File: src/hdl/ssp_pkg.sv
// ----------------------------------------------------------------------------
// ssp_pkg
// Shared types, constants and the half-step coil table for the slot stepper
// positioner.
// ----------------------------------------------------------------------------
package ssp_pkg;

    localparam logic [2:0]  SLOT_COUNT    = 3'd6;
    localparam logic [15:0] PERIOD_RESET  = 16'd1126;
    localparam logic [2:0]  SLOT_RESET    = 3'd1;
    localparam logic [2:0]  PHASE_CW_FIRST  = 3'd0;
    localparam logic [2:0]  PHASE_CCW_FIRST = 3'd7;

    // half steps per move of one, two and three slots (85, 170, 256 sequences)
    localparam logic [11:0] STEPS_ONE   = 12'd680;
    localparam logic [11:0] STEPS_TWO   = 12'd1360;
    localparam logic [11:0] STEPS_THREE = 12'd2048;

    localparam logic ACTION_TICK = 1'b0;
    localparam logic ACTION_MOVE = 1'b1;

    typedef struct packed {
        logic       action;
        logic [2:0] target_slot;
    } ssp_cmd_t;

    typedef struct packed {
        logic [3:0] coils;
        logic       busy_res;
        logic [2:0] current_slot;
        logic       accepted;
    } ssp_res_t;

    function automatic logic [3:0] phase_coils(input logic [2:0] phase);
        logic [3:0] pattern;
        unique case (phase)
            3'd0:    pattern = 4'h1;
            3'd1:    pattern = 4'h3;
            3'd2:    pattern = 4'h2;
            3'd3:    pattern = 4'h6;
            3'd4:    pattern = 4'h4;
            3'd5:    pattern = 4'hC;
            3'd6:    pattern = 4'h8;
            default: pattern = 4'h9;
        endcase
        return pattern;
    endfunction

    function automatic logic [11:0] move_steps(input logic [1:0] slots);
        logic [11:0] steps;
        unique case (slots)
            2'd1:    steps = STEPS_ONE;
            2'd2:    steps = STEPS_TWO;
            default: steps = STEPS_THREE;
        endcase
        return steps;
    endfunction

endpackage

File: src/hdl/ssp_step.sv
// ----------------------------------------------------------------------------
// ssp_step
// Positioner state and its single-pass update: move start, tick counting,
// phase advance and move completion.
// ----------------------------------------------------------------------------
module ssp_step
(
    input  logic                clk,
    input  logic                rst_n,
    input  logic                fire,
    input  ssp_pkg::ssp_cmd_t   cmd,
    input  logic [15:0]         period,
    output ssp_pkg::ssp_res_t   res
);

    logic [2:0]  slot_now_reg,  slot_now_next;
    logic [2:0]  phase_reg,     phase_next;
    logic [11:0] steps_left_reg, steps_left_next;
    logic [15:0] tick_reg,      tick_next;
    logic        cw_reg,        cw_next;
    logic        moving_reg,    moving_next;
    logic [2:0]  goal_reg,      goal_next;
    logic [3:0]  coil_reg,      coil_next;

    logic [3:0]  cw_gap_sum;
    logic [3:0]  cw_gap;
    logic [1:0]  move_slots;
    logic        target_ok;
    logic        start;
    logic        period_done;
    logic [11:0] steps_dec;
    logic [2:0]  phase_adv;

    always_comb
    begin
        cw_gap_sum = {1'b0, cmd.target_slot} + {1'b0, ssp_pkg::SLOT_COUNT}
                     - {1'b0, slot_now_reg};
        cw_gap = (cw_gap_sum >= {1'b0, ssp_pkg::SLOT_COUNT})
                 ? cw_gap_sum - {1'b0, ssp_pkg::SLOT_COUNT} : cw_gap_sum;
        move_slots = (cw_gap <= 4'd3) ? cw_gap[1:0]
                     : 2'(4'(ssp_pkg::SLOT_COUNT) - cw_gap);
        target_ok = (cmd.target_slot != 3'd0) && (cmd.target_slot != 3'd7)
                    && (cmd.target_slot != slot_now_reg);
        start = (cmd.action == ssp_pkg::ACTION_MOVE) && !moving_reg && target_ok;

        period_done = ({1'b0, tick_reg} + 17'd1) >= {1'b0, period};
        steps_dec = steps_left_reg - 12'd1;
        phase_adv = cw_reg ? phase_reg + 3'd1 : phase_reg - 3'd1;

        slot_now_next   = slot_now_reg;
        phase_next      = phase_reg;
        steps_left_next = steps_left_reg;
        tick_next       = tick_reg;
        cw_next         = cw_reg;
        moving_next     = moving_reg;
        goal_next       = goal_reg;
        coil_next       = coil_reg;

        if (cmd.action == ssp_pkg::ACTION_MOVE)
        begin
            if (start)
            begin
                cw_next         = (cw_gap <= 4'd3);
                phase_next      = (cw_gap <= 4'd3) ? ssp_pkg::PHASE_CW_FIRST
                                                   : ssp_pkg::PHASE_CCW_FIRST;
                steps_left_next = ssp_pkg::move_steps(move_slots);
                tick_next       = 16'd0;
                goal_next       = cmd.target_slot;
                moving_next     = 1'b1;
                coil_next       = ssp_pkg::phase_coils(phase_next);
            end
        end
        else if (moving_reg)
        begin
            if (period_done)
            begin
                tick_next       = 16'd0;
                steps_left_next = steps_dec;
                if (steps_dec == 12'd0)
                begin
                    moving_next   = 1'b0;
                    slot_now_next = goal_reg;
                end
                else
                begin
                    phase_next = phase_adv;
                    coil_next  = ssp_pkg::phase_coils(phase_adv);
                end
            end
            else
            begin
                tick_next = tick_reg + 16'd1;
            end
        end

        res.coils        = coil_next;
        res.busy_res     = moving_next;
        res.current_slot = slot_now_next;
        res.accepted     = start;
    end

    always_ff @(posedge clk or negedge rst_n)
    begin
        if (!rst_n)
        begin
            slot_now_reg   <= ssp_pkg::SLOT_RESET;
            phase_reg      <= 3'd0;
            steps_left_reg <= 12'd0;
            tick_reg       <= 16'd0;
            cw_reg         <= 1'b0;
            moving_reg     <= 1'b0;
            goal_reg       <= ssp_pkg::SLOT_RESET;
            coil_reg       <= 4'd0;
        end
        else if (fire)
        begin
            slot_now_reg   <= slot_now_next;
            phase_reg      <= phase_next;
            steps_left_reg <= steps_left_next;
            tick_reg       <= tick_next;
            cw_reg         <= cw_next;
            moving_reg     <= moving_next;
            goal_reg       <= goal_next;
            coil_reg       <= coil_next;
        end
    end

endmodule

File: src/hdl/slot_stepper_positioner_core.sv
// ----------------------------------------------------------------------------
// slot_stepper_positioner_core
// Six-slot carousel positioner driving a unipolar stepper in half steps.
// ----------------------------------------------------------------------------
// Each transfer on cmd is either one time-base tick or a move command and
// yields exactly one transfer on res. The block takes one cmd transfer per
// clock cycle while no result waits on res_ready; a command passes the input
// register and one pass of update logic into the result register, which lets
// the next command enter while a result waits for res_ready. Moves take the
// shorter way round, 680, 1360 or 2048 half steps for one to three slots,
// each pattern held for half_step_period ticks (written through cfg_wr_en and
// cfg_wr_data, reset value 1126). Commands while busy or to the current slot
// are not accepted.
module slot_stepper_positioner_core
(
    input  logic              clk,
    input  logic              rst_n,
    input  logic              cmd_valid,
    output logic              cmd_ready,
    input  ssp_pkg::ssp_cmd_t cmd,
    output logic              res_valid,
    input  logic              res_ready,
    output ssp_pkg::ssp_res_t res,
    input  logic              cfg_wr_en,
    input  logic [15:0]       cfg_wr_data
);

    ssp_pkg::ssp_cmd_t cmd_reg;
    logic              cmd_valid_reg;
    ssp_pkg::ssp_res_t res_reg;
    ssp_pkg::ssp_res_t step_res;
    logic              res_valid_reg;
    logic [15:0]       period_reg;
    logic              advance;

    assign advance   = cmd_valid_reg && (!res_valid_reg || res_ready);
    assign cmd_ready = !cmd_valid_reg || advance;
    assign res_valid = res_valid_reg;
    assign res       = res_reg;

    ssp_step u_step
    (
        .clk    (clk),
        .rst_n  (rst_n),
        .fire   (advance),
        .cmd    (cmd_reg),
        .period (period_reg),
        .res    (step_res)
    );

    always_ff @(posedge clk or negedge rst_n)
    begin
        if (!rst_n)
        begin
            cmd_valid_reg <= 1'b0;
            res_valid_reg <= 1'b0;
            period_reg    <= ssp_pkg::PERIOD_RESET;
        end
        else
        begin
            if (cmd_ready)
            begin
                cmd_valid_reg <= cmd_valid;
            end
            if (advance)
            begin
                res_valid_reg <= 1'b1;
            end
            else if (res_ready)
            begin
                res_valid_reg <= 1'b0;
            end
            if (cfg_wr_en)
            begin
                period_reg <= cfg_wr_data;
            end
        end
    end

    // payload registers
    always_ff @(posedge clk)
    begin
        if (cmd_valid && cmd_ready)
        begin
            cmd_reg <= cmd;
        end
        if (advance)
        begin
            res_reg <= step_res;
        end
    end

    // a started move is always reported busy
    assert property (@(posedge clk) disable iff (!rst_n)
        res_valid && res.accepted |-> res.busy_res)
        else $error("accepted move not busy");

    // reported slot stays within the carousel
    assert property (@(posedge clk) disable iff (!rst_n)
        res_valid |-> (res.current_slot != 3'd0) && (res.current_slot != 3'd7))
        else $error("current slot out of range");

    // input stalls only behind a held result
    assert property (@(posedge clk) disable iff (!rst_n)
        !cmd_ready |-> cmd_valid_reg && res_valid_reg && !res_ready)
        else $error("input stalled without back pressure");

    // a held result stays until its transfer
    assert property (@(posedge clk) disable iff (!rst_n)
        res_valid && !res_ready |=> res_valid && $stable(res))
        else $error("result dropped or changed while stalled");

endmodule
File: config.mk
export PLATFORM = sky130hd
export DESIGN_NAME = slot_stepper_positioner_core
export DESIGN_NICKNAME = d
export VERILOG_FILES = /design/src/hdl/ssp_pkg.sv /design/src/hdl/ssp_step.sv /design/src/hdl/slot_stepper_positioner_core.sv
export SDC_FILE = /design/constraint.sdc
export NUM_CORES = 1
export LEC_CHECK = 0
export ABC_AREA = 1
export ABC_CLOCK_PERIOD_IN_PS = 6700
export BUFFER_PORTS_ARGS = -buffer_cell sky130_fd_sc_hd__clkbuf_2
export CAP_MARGIN = 20
export CELL_PAD_IN_SITES_DETAIL_PLACEMENT = 1
export CELL_PAD_IN_SITES_GLOBAL_PLACEMENT = 1
export CORE_MARGIN = 2
export CORE_UTILIZATION = 49
export DETAILED_ROUTE_END_ITERATION = 10
export PLACE_DENSITY = 0.84
export SETUP_SLACK_MARGIN = 0.4
export SLEW_MARGIN = 30
export SYNTH_ARGS = -nofsm -noshare
export SYNTH_HDL_FRONTEND = slang
export SYNTH_SLANG_ARGS = --single-unit
File: constraint.sdc
create_clock -name clk -period 6.7 [get_ports clk]
set_clock_uncertainty 0.1 [all_clocks]
set_input_delay 1.675 -clock clk [delete_from_list [all_inputs] [get_ports clk]]
set_output_delay 1.675 -clock clk [all_outputs]
set_load 0.05 [all_outputs]
==> impl_metrics.sql, run 1 <==
INSERT INTO impl_metrics (metric_group, metric, value, unit) VALUES
('final_layout', 'finalNetCount', '654', ''),
('global_route', 'grt_max_degree', '62', ''),
('yosys', 'synthesized_area_fraction_occupied_by_adder_cells', '8.959', '%'),
('final_layout', 'final_instance_area', '4933', 'um2'),
('yosys', 'ys_seq_elements', '74', ''),
('yosys', 'synth_most_common_cell', 'nand2_1', ''),
('cts', 'clock_path_buffers', '2', ''),
('timing', 'finalSetupTns', '0', 'ps'),
('yosys', 'yosys-mux-area-fraction', '0.2504', '%'),
('power', 'leakage', '2.586', 'nW'),
('cts', 'cts_tree', 'yes', ''),
('die', 'floorplan.initialDensity', '51.07', '%'),
('placement', 'place.detailed.hpwl', '8059', 'um'),
('die', 'dieHeight', '99.80', 'um'),
('timing', 'max_slew_margin', '47.49', '%'),
('yosys', 'synthFlopType', 'dfrtp_1', ''),
('yosys', 'ys_warn_count', '0', ''),
('routing', 'drt_iter0_markers', '116', ''),
('setup_path', 'worstPathArrival', '2190', 'ps'),
('setup_path', 'worst_path_max_fanout', '3', ''),
('yosys', 'post_synth_instance_area', '4497', 'um2'),
('global_route', 'grt_util_met2', '42.36', '%'),
('global_route', 'grt.busiest_layer', 'met2', ''),
('die', 'ioPinCount', '36', ''),
('routing', 'remaining_drc_errors', '0', ''),
('setup_path', 'worst_ep_required_time', '4930', 'ps'),
('cts', 'cts_inserted_buffers', '9', ''),
('global_route', 'globalRouteMet1Util', '29.91', '%'),
('routing', 'drtPass1Iterations', '4', ''),
('timing', 'layout_setup_ws', '2734', 'ps'),
('yosys', 'postSynthNetCount', '616', ''),
('routing', 'post_drt_wl_per_cell', '15.26', 'um'),
('cts', 'cts.hold.buffers_added', '0', ''),
('timing', 'worst_hold_slack', '399.5', 'ps'),
('yosys', 'postSynthAreaPerCell', '8.030', 'um2'),
('timing', 'setup_violations', '0', ''),
('cts', 'clock_sinks', '74', ''),
('status', 'run_status', 'completed', ''),
('final_layout', 'syn_to_final_growth', '9.711', '%'),
('die', 'row_count', '34', ''),
('global_route', 'met3_usage', '3.830', '%'),
('cts', 'insertion_delay', '350', 'ps'),
('final_layout', 'register_cell_area_after_layout', '1926', 'um2'),
('timing', 'hold_violations', '0', ''),
('yosys', 'synth_compound_area_share', '9.989', '%'),
('final_layout', 'multi_input_gate_area_in_the_final_layout', '2172', 'um2'),
('yosys', 'syn-instance-count', '560', ''),
('timing', 'period_minus_slack', '3966', 'ps'),
('final_layout', 'antennaDiodeCount', '0', ''),
('yosys', 'synth-async-reset-ratio', '82.43', '%'),
('placement', 'placement.cell_area', '4771', 'um2'),
('final_layout', 'share_of_cells_above_drive_strength_1', '14.59', '%'),
('final_layout', 'fill_cells', '1113', ''),
('global_route', 'antenna_found_initial', '0', ''),
('placement', 'globalplace.congestion', '0.8334', ''),
('cts', 'post-cts-setup-buffers', '0', ''),
('placement', 'dpl_worst_slack', '2726', 'ps'),
('yosys', 'netlist.top_cell.by_area', 'dfrtp_1', ''),
('flow_run', 'maxCapViolations', '0', ''),
('yosys', 'netlist-cell-type-count', '42', ''),
('power', 'power_per_cell_area', '370.0', 'nW/um2'),
('setup_path', 'timing.critical_path.to_type', 'primary output', ''),
('yosys', 'ys_top_cells_by_count', '144 x nand2_1, 86 x inv_1, 54 x dfrtp_1', ''),
('routing', 'vias_per_cell', '5.264', ''),
('timing', 'worst-slew-pin-transition', '787.6', 'ps'),
('die', 'floorplan.core_area', '8806', 'um2'),
('yosys', 'combinational_family_with_the_most_area_after_synthesis', 'simple AND/OR/NAND/NOR gates', ''),
('global_route', 'grt_pass1_vias', '4066', ''),
('setup_path', 'critical_path.startpoint_type', 'input pin', ''),
('power', 'highest_ir_drop_seen_on_vdd', '0.2005', 'mV'),
('global_route', 'grt_use_total', '23.74', '%');
==> layer usage <==
layer | wire [um] | up-vias
li1 | - | 1873
met1 | 5067 | 1823
met2 | 5435 | 37
met3 | 231 | 10
met4 | 115 | 0
met5 | 0 | -
==> through the flow <==
stage | cells | utilization, %
3_5_place_dp | 695 | 54.18
2_1_floorplan | 560 | -
3_3_place_gp | 695 | 54.18
5_1_grt | 711 | 56.02
6_report | 711 | 56.02
4_1_cts | 711 | 56.02
==> worst max-delay path, stage by stage <==
cell and delay (ps):
clkbuf_2 70, inv_1 40, nand3_1 100, clkbuf_2 300
==> area by class of cell <==
type | count | share of cell area (%)
multi-input combinational | 383 | 44.03
sequential | 74 | 39.03
inverter | 94 | 7.203
timing repair buffer | 36 | 3.703
tap | 108 | 2.739
clock buffer | 11 | 2.663
clock inverter | 5 | 0.6340
==> cell usage in the layout (no fill, tap or decap), types with 7 or more instances in the layout <==
master and instances:
edfxtp_1 13, clkbuf_2 35, clkbuf_8 9, nand2_1 144, nor2_1 33, o21ai_2 7
inv_1 86, dfstp_2 7, o21ai_0 44, ha_1 29, a21oi_1 10, nand3_1 35
dfrtp_1 54, xor2_1 18, nand4_1 16
==> final timing paths <==
path | from | to | slack (ps) | cells after the start
setup / recovery | res_ready | cmd_ready | 2730 | 4
hold / removal | period_reg[10] | period_reg[10] | 400 | 2
setup reg to reg | u_step.tick_reg[0] | res[1] | 2750 | 17
hold reg to reg | period_reg[10] | period_reg[10] | 400 | 2
max in group asynchronous | rst_n | u_step.steps_left_reg[9] | 4600 | 2
min in group asynchronous | rst_n | period_reg[13] | 1390 | 2
==> report_power, final <==
| part | switching (mW) | total, mW | internal, mW |
|---|---|---|---|
| clock network | 0.175 | 0.309 | 0.134 |
| registers | 0.0903 | 0.676 | 0.586 |
| logic | 0.562 | 0.840 | 0.278 |
| total | 0.828 | 1.83 | 0.998 |
==> cells by family after synthesis <==
logic type                 count (synthesis)
AOI/OAI and AO/OA                         78
xor gates and xnor gates                  21
adders and majority gates                 31
buffers and inverters                    103
DFF                                       74
muxes                                      1
and+or+nand+nor                          252
Power figures use the tool's default switching activity.
==> inputs of run 2 (changes only) <==
- ABC_CLOCK_PERIOD_IN_PS: 6700 -> 3700
- CORE_UTILIZATION: 49 -> 45
- PLACE_DENSITY: 0.84 -> 0.78
- clock period: 6.7 -> 3.7 ns (I/O delays scaled with it)
==> impl_metrics.sql, run 2 (same netlist as run 1, synthesis figures left out) <==
INSERT INTO impl_metrics (metric_group, metric, value, unit) VALUES
('status', 'run_status', 'completed', ''),
('routing', 'post_drt_wl_per_cell', '16.81', 'um'),
('die', 'floorplan.core_area', '9729', 'um2'),
('routing', 'vias_per_cell', '5.244', ''),
('setup_path', 'critical_path_buf_inv_count', '4', ''),
('cts', 'cts-htree-levels', '3', ''),
('power', 'power_per_cell_area', '698.7', 'nW/um2'),
('final_layout', 'antennaDiodeCount', '0', ''),
('setup_path', 'r2r_slack', '360', 'ps'),
('setup_path', 'worstReg2RegStart', 'u_step.tick_reg[0]', ''),
('timing', 'hold_violations', '0', ''),
('final_layout', 'layout_commonest_cell', 'nand2_1', ''),
('global_route', 'grt_max_degree', '33', ''),
('timing', 'period_minus_slack', '3335', 'ps'),
('setup_path', 'timing.critical_path.max_delay_family', 'simple AND/OR/NAND/NOR gates', ''),
('timing', 'setup_violations', '0', ''),
('timing', 'timing.final.crit_share', '90.14', '%'),
('routing', 'drtPass1Iterations', '4', ''),
('timing', 'highest_clock_rate', '299.8', 'MHz'),
('final_layout', 'share_of_cells_above_drive_strength_1', '27.20', '%'),
('setup_path', 'timing.critical_path.cells', 'buf_6, ha_4, nand3_4, nor2_4, nand4_1, nor2_1, xor2_1, ha_1, a21oi_2, o211ai_2, inv_1, nand2_2, nor2_4, nand3_4, buf_6, nor2_4, buf_6, nand3_1, o21ai_1', ''),
('setup_path', 'critical_path.startpoint_type', 'flip-flop', ''),
('timing', 'finalSetupTns', '0', 'ps'),
('setup_path', 'worst_ep_required_time', '3890', 'ps'),
('cts', 'ctsRootBufferMaster', 'clkbuf_8', ''),
('timing', 'worst-slew-pin-transition', '866.1', 'ps'),
('cts', 'clk_pin_slew', '80', 'ps'),
('cts', 'clock_sinks', '74', ''),
('timing', 'finalMaxSlewViolations', '0', ''),
('setup_path', 'worst_path_max_fanout', '6', ''),
('global_route', 'grt_use_total', '24.05', '%'),
('setup_path', 'timing.rr.end', 'u_step.tick_reg[14]', ''),
('routing', 'drt_iter0_markers', '194', ''),
('worst_hold_path', 'worst_hold_path_type', 'reg2reg', ''),
('die', 'floorplan.initialDensity', '46.22', '%'),
('global_route', 'antenna_found_initial', '0', ''),
('placement', 'place.detailed.hpwl', '8261', 'um'),
('power', 'highest_ir_drop_seen_on_vdd', '0.2996', 'mV'),
('global_route', 'overflow', '0', ''),
('worst_hold_path', 'hold_path_depth', '2', ''),
('setup_path', 'max_stage_delay', '430', 'ps'),
('final_layout', 'instances_no_fill', '780', ''),
('final_layout', 'finalNetCount', '698', ''),
('placement', 'dpl_worst_slack', '66.70', 'ps'),
('placement', 'globalplace.congestion', '0.8355', ''),
('final_layout', 'commonest_cells_after_routing_fill_and_taps_aside', '135 x nand2_1, 86 x inv_1, 54 x dfrtp_1', ''),
('global_route', 'grt_pass1_vias', '4349', ''),
('setup_path', 'worstPathArrival', '3520', 'ps'),
('routing', 'via_count', '4090', ''),
('placement', 'port-buffer-count', '35', ''),
('routing', 'drt.antenna.violating_nets', '0', ''),
('flow_run', 'maxCapViolations', '0', ''),
('timing', 'layout_setup_ws', '364.9', 'ps'),
('worst_hold_path', 'hold_start', 'period_reg[2]', ''),
('routing', 'remaining_drc_errors', '0', ''),
('setup_path', 'worst_setup_path_startpoint', 'u_step.tick_reg[0]', ''),
('timing', 'max_slew_margin', '42.26', '%'),
('die', 'die_w', '104.0', 'um'),
('setup_path', 'worstRegToRegCells', '19', ''),
('die', 'row_count', '36', ''),
('routing', 'route.final.wire_length', '13110', 'um'),
('die', 'ioPinCount', '36', ''),
('power', 'leakage', '2.886', 'nW'),
('worst_hold_path', 'hold_end', 'period_reg[2]', ''),
('cts', 'cts_tree', 'yes', ''),
('cts', 'cts_inserted_buffers', '9', ''),
('cts', 'clock_path_buffers', '2', ''),
('placement', 'place.detailed.instances', '725', ''),
('cts', 'cts.hold.buffers_added', '0', ''),
('cts', 'insertion_delay', '370', 'ps'),
('setup_path', 'worst_setup_path_class', 'reg2reg', ''),
('timing', 'rsz_0062_raised_after_global_routing', 'yes', ''),
('die', 'die_area', '10810', 'um2'),
('setup_path', 'worst_path_max_delay_cell', 'dfrtp_1', ''),
('global_route', 'grt_first_pass_wirelength', '20930', 'um'),
('setup_path', 'timing.critical_path.to_type', 'flip-flop', ''),
('die', 'dieHeight', '104.0', 'um'),
('final_layout', 'syn_to_final_growth', '26.15', '%');
## run 2: how the worst max path moves through the flow
stage	to	slack, ps	depth (start not counted)
3_5_place_dp	res[1]	70	17
3_3_place_gp	res[2]	230	17
2_1_floorplan	res[1]	450	17
6_report	u_step.tick_reg[14]	360	19
5_1_grt	u_step.tick_reg[14]	210	19
4_1_cts	res[5]	380	17
## run 2: area by class of cell
cell class	instances	area [um2]
Clock inverter	6	112.6
Sequential cell	74	1926
Multi-Input combinational cell	383	2426
Fill cell	1205	4056
Timing Repair Buffer	80	539.3
Inverter	94	365.4
Clock buffer	10	137.6
Tap cell	133	166.4
## run 2: worst min-delay path: stages, from the launching register on
cell     delay, ps
dfstp_2        370
inv_1           60
o21ai_0         70
## run 2: stage by stage
stage                     utilization, %  hold slack [ps]  cell area, um2  power (mW)
final                              58.31            402.4            5673       3.964
after global routing               58.31            429.3            5673       4.245
after detailed placement           49.74            391.6            4840       2.765
after floorplan                        -            357.4            4497       2.360
after CTS                          55.20            406.6            5370       3.747
after global placement             49.74            379.5            4840       2.674
## run 2: timing repair
| item | in CTS | in global routing |
|---|---|---|
| resized for setup | 25 | 43 |
| pin swaps | 18 | 33 |
| gates cloned | 0 | 0 |
| buffers inserted | 21 | 18 |
| endpoints found under the setup margin | 47 | 47 |
## run 2: metal layers
layer | up-vias | track usage [%] | wire length (um)
li1 | 1962 | - | -
met2 | 67 | 42.86 | 6845
met3 | 24 | 3.195 | 384
met1 | 2037 | 29.71 | 5625
met4 | 0 | 8.880 | 253
met5 | - | 0 | 0
## run 2: power by group
group	leakage, nW	internal [mW]	total [mW]	switching, mW
Clock	0.127	0.469	0.803	0.334
Sequential	0.890	1.06	1.24	0.181
Combinational	1.87	0.712	1.92	1.21
